### src/sv/rtkt_ram.sv
module rtkt_ram #(
	parameter int WIDTH = 8,
	parameter int DEPTH = 4
) (
	input  logic                                     clk,
	input  logic                                     we,
	input  logic [((DEPTH > 1) ? $clog2(DEPTH) : 1)-1:0] waddr,
	input  logic [WIDTH-1:0]                         wdata,
	input  logic                                     re,
	input  logic [((DEPTH > 1) ? $clog2(DEPTH) : 1)-1:0] raddr,
	output logic [WIDTH-1:0]                         rdata
);

	logic [WIDTH-1:0] mem [DEPTH];

	always_ff @(posedge clk) begin
		if (we) begin
			mem[waddr] <= wdata;
		end
		if (re) begin
			rdata <= mem[raddr];
		end
	end

endmodule

### config.mk
export PLATFORM = sky130hd
export DESIGN_NAME = rtkt_ram
export DESIGN_NICKNAME = d
export VERILOG_FILES = /design/src/sv/rtkt_ram.sv
export SDC_FILE = /design/constraint.sdc
export NUM_CORES = 1
export LEC_CHECK = 0
export BUFFER_PORTS_ARGS = -buffer_cell sky130_fd_sc_hd__buf_4
export CORE_MARGIN = 4
export CORE_UTILIZATION = 55
export CTS_CLUSTER_DIAMETER = 60
export CTS_CLUSTER_SIZE = 30
export DETAILED_ROUTE_END_ITERATION = 6
export PLACE_DENSITY = 0.78
export SKIP_LAST_GASP = 1
export SLEW_MARGIN = 10
export SYNTH_ARGS = -nofsm -noshare
export SYNTH_HDL_FRONTEND = slang
export SYNTH_SLANG_ARGS = --single-unit
### constraint.sdc
create_clock -name clk -period 4.2 [get_ports clk]
set_input_delay 0.84 -clock clk [delete_from_list [all_inputs] [get_ports clk]]
set_output_delay 0.84 -clock clk [all_outputs]
set_load 0.01 [all_outputs]
# [Word-level counts from Yosys, hierarchy flattened]
# Memory sizes are Yosys's and may differ from the RTL's. A register that Yosys moved wholly into a read port is not among the register bits.
# Index checks and enable logic that the tools add are counted.
[word_totals] ff_bits=0 latch_bits=0 ram_bits=32 rom_bits=0 wordCells=3 mem_count=1
[classes] addsub=0 mul=0 div=0 magnitude_cmp=0 eq_ne=0 shifts=0 n_mux=2 bitwise_logic=0 reduce_logical=0
[mem_list] memory="mem" words=4 word_bits=8 rd=1 rd_clocked_by_memory_dff=1 write_ports=1 line_no="14" source="logic [WIDTH-1:0] mem [DEPTH];"
[ops] operator="$mux 1" count=2

# [Longest topological paths before layout]
[depth] word_depth=2 depth_mapped=2

# [Worst setup path after synthesis]
# Ideal clock, no wire load.
[synth_timing] path_type="input -> register" from="input port waddr[0] (netlist name)" to="memory mem[0][0], enable pin" setup_time_ps=385 t_arrival_ps=1519 path_slack_ps=2296 stages=1 path_buffers=0 path_cell_list="nor3b_1"
[synth_lines] element="start: declaration" line_no="7" source="input logic [((DEPTH > 1) ? $clog2(DEPTH) : 1)-1:0] waddr,"
[synth_lines] element="end: declaration" line_no="14"
# No word-level cell before the write port.

# [Worst setup path after layout]
[layout_timing] from="input port waddr[0] (netlist name)" to="memory mem[0][4], enable pin"
# No word-level cell before the write port.

==> reports/results.ini <==
[routing]
via_count=621
drt-total-wl_um=2040
drtPass1Iterations=3
via_per_inst=5.54
ant_nets=0
drtIter0Drc=8
wl_per_cell_um=18.2
drc_errors=0

[cts]
cts-buffers-inserted=5
post_cts_buffers=0
cts_sinks=40
cts_hold_buf=0
cts_tree=built
cts-resized-gates=0
worst_skew_pair.late_latency_ns=0.32
cts_max_path_buffers=2
h-tree-depth=2
root_buffer=clkbuf_4
clkTransAtPathRegs_ns=0.11

[floorplan]
placementRows=18
core-area_sq_um=2480
dieArea_sq_um=3480
boundaryPins=23
start_util_pct=57.7
die_h_um=59.0
die_w_um=59.0

[synthesis]
syn-num-nets=69
netlist.area_leader.share_pct=84.1
syn_area_sq_um=1430
ys_top_cells_by_area=edfxtp_1 84%, mux4_2 13%, and3b_1 1.2%
synthDistinctLibCells=7
synth-seq-cells=40
syn-instance-count=54
synth_top_area_cell=edfxtp_1
syn-mean-instance-area_sq_um=26.5
synth_warnings=0
yosysSeqAreaShare_pct=84.1

[sta]
tightest_slew_ns=1.20
holdWs_ns=0.650
fmax_ghz=0.505
period_needed_ns=1.98
finalClockSkew_ns=0.00960
relSlewSlack_pct=20.1
drv_slew=0
setup_viol=0
finalHoldViolCount=0
fin_crit_sh_pct=47.1
finalSetupTns_ns=0
rsz0062_at_grt=false

[grt]
grt_use_total_pct=13.8
grt_max_degree=13
grt.overflow.total=0
antenna_found_initial=0
first_global_vias=681
grt_pass1_wl_um=3260

[setup_path]
critPathKind=in2reg
endpoint_kind=flop
critical-path-slowest-cell=nor3b_1
path_delay_family=simple AND/OR/NAND/NOR gates
slowest_delay_ns=0.96
crit_chain=buf_4, nor3b_1
critPathMaxFanout=8
critPathBufInv=1
worstPathRequired_ns=4.14
worstPathArrival_ns=1.92
startpoint_type=input pin

[final_layout]
num-fill-cells=169
final_cell_mix=40 x edfxtp_1, 22 x buf_4, 8 x mux4_2
n_antenna_cell=0
nNetsFinal=96
post-route-util_pct=68.3
mostFrequentLayoutCell=edfxtp_1
syn_to_final_growth_pct=18.4
drive_above_1_share_pct=45.1

[hold_path]
hp-class=reg2reg

[power]
seqPwrFrac_pct=62.4
powerDensity_nw_per_um2=444
combinationalPowerShare_pct=6.6
power.internal_w=0.000616
clkPwrFrac_pct=31.0
leakagePower_nw=0.592
switchingPower_w=0.000135
peakVddDrop_mv=0.387
swShare_pct=18.0

[placed_design]
io_buffer_count=22
place_congestion=0.725

[outcome]
status=finished, final reports clean

[job]
maxCapViolCount=0

power by group through the flow:
stage / clock network, W / registers (W) / logic [W]
global placement: 0 / 0.000476 / 0.0000493
CTS: 0.000238 / 0.000469 / 0.0000512
detailed placement: 0 / 0.000478 / 0.0000509
finish: 0.000233 / 0.000468 / 0.0000498
global route: 0.000260 / 0.000470 / 0.0000540
floorplan: 0 / 0.000480 / 0.0000206
synthesized netlist by cell type:
| library cell | instances |
|---|---|
| and3b_1 | 2 |
| edfxtp_1 | 40 |
| buf_6 | 1 |
| nor3b_1 | 1 |
| clkbuf_2 | 1 |
| mux4_2 | 8 |
| and3_1 | 1 |
kinds of logic (layout without fill, tap and decap cells):
kind of cell           Yosys count  count (layout)  share of synthesized area, %
buffers and inverters            2              30                          1.14
muxes                            8               8                          12.6
DFF                             40              40                          84.1
and+or+nand+nor                  4               4                          2.19
registers in the layout, summed over array words and instances (netlist names):
signal,count
mem,32
rdata,8
metal layers:
| metal | wire length [um] | track usage, % | vias to the layer above |
|---|---|---|---|
| met3 | 112 | 4.79 | 4 |
| met1 | 833 | 17.3 | 316 |
| met2 | 1060 | 21.6 | 17 |
| met4 | 40 | 6.80 | 0 |
| li1 | - | - | 284 |
| met5 | 0 | 0 | - |
worst paths after layout:
path                                          start                   to  slack (ns)  cells past startpoint
worst min register to register  mem[3][1]$_DFFE_PP_   rdata[1]$_DFFE_PP_        0.65                      1
worst min-delay path            mem[3][1]$_DFFE_PP_   rdata[1]$_DFFE_PP_        0.65                      1
worst max register to register  mem[0][5]$_DFFE_PP_   rdata[5]$_DFFE_PP_        3.08                      1
worst max-delay path                       waddr[0]  mem[0][4]$_DFFE_PP_        2.22                      2
area by class of cell:
cell class	count	area (sq um)	area share [%]
flip-flops and latches	40	1200	71.0
multi-input cells	12	211	12.5
repair buffers	22	165	9.76
clock buffers	6	41.3	2.44
well taps	30	37.5	2.22
clock inverters	2	35.0	2.07
through the flow:
stage               setup WS, ns  total power, W  cell area (sq um)  std cells
global route                2.15        0.000784               1690        112
global placement            1.92        0.000526               1620        104
detailed placement          1.84        0.000529               1620        104
floorplan                   2.30        0.000500               1430         54
finish                      2.22        0.000751               1690        112
CTS                         2.19        0.000758               1690        112
Note: power is estimated with default switching activity, not from simulation.
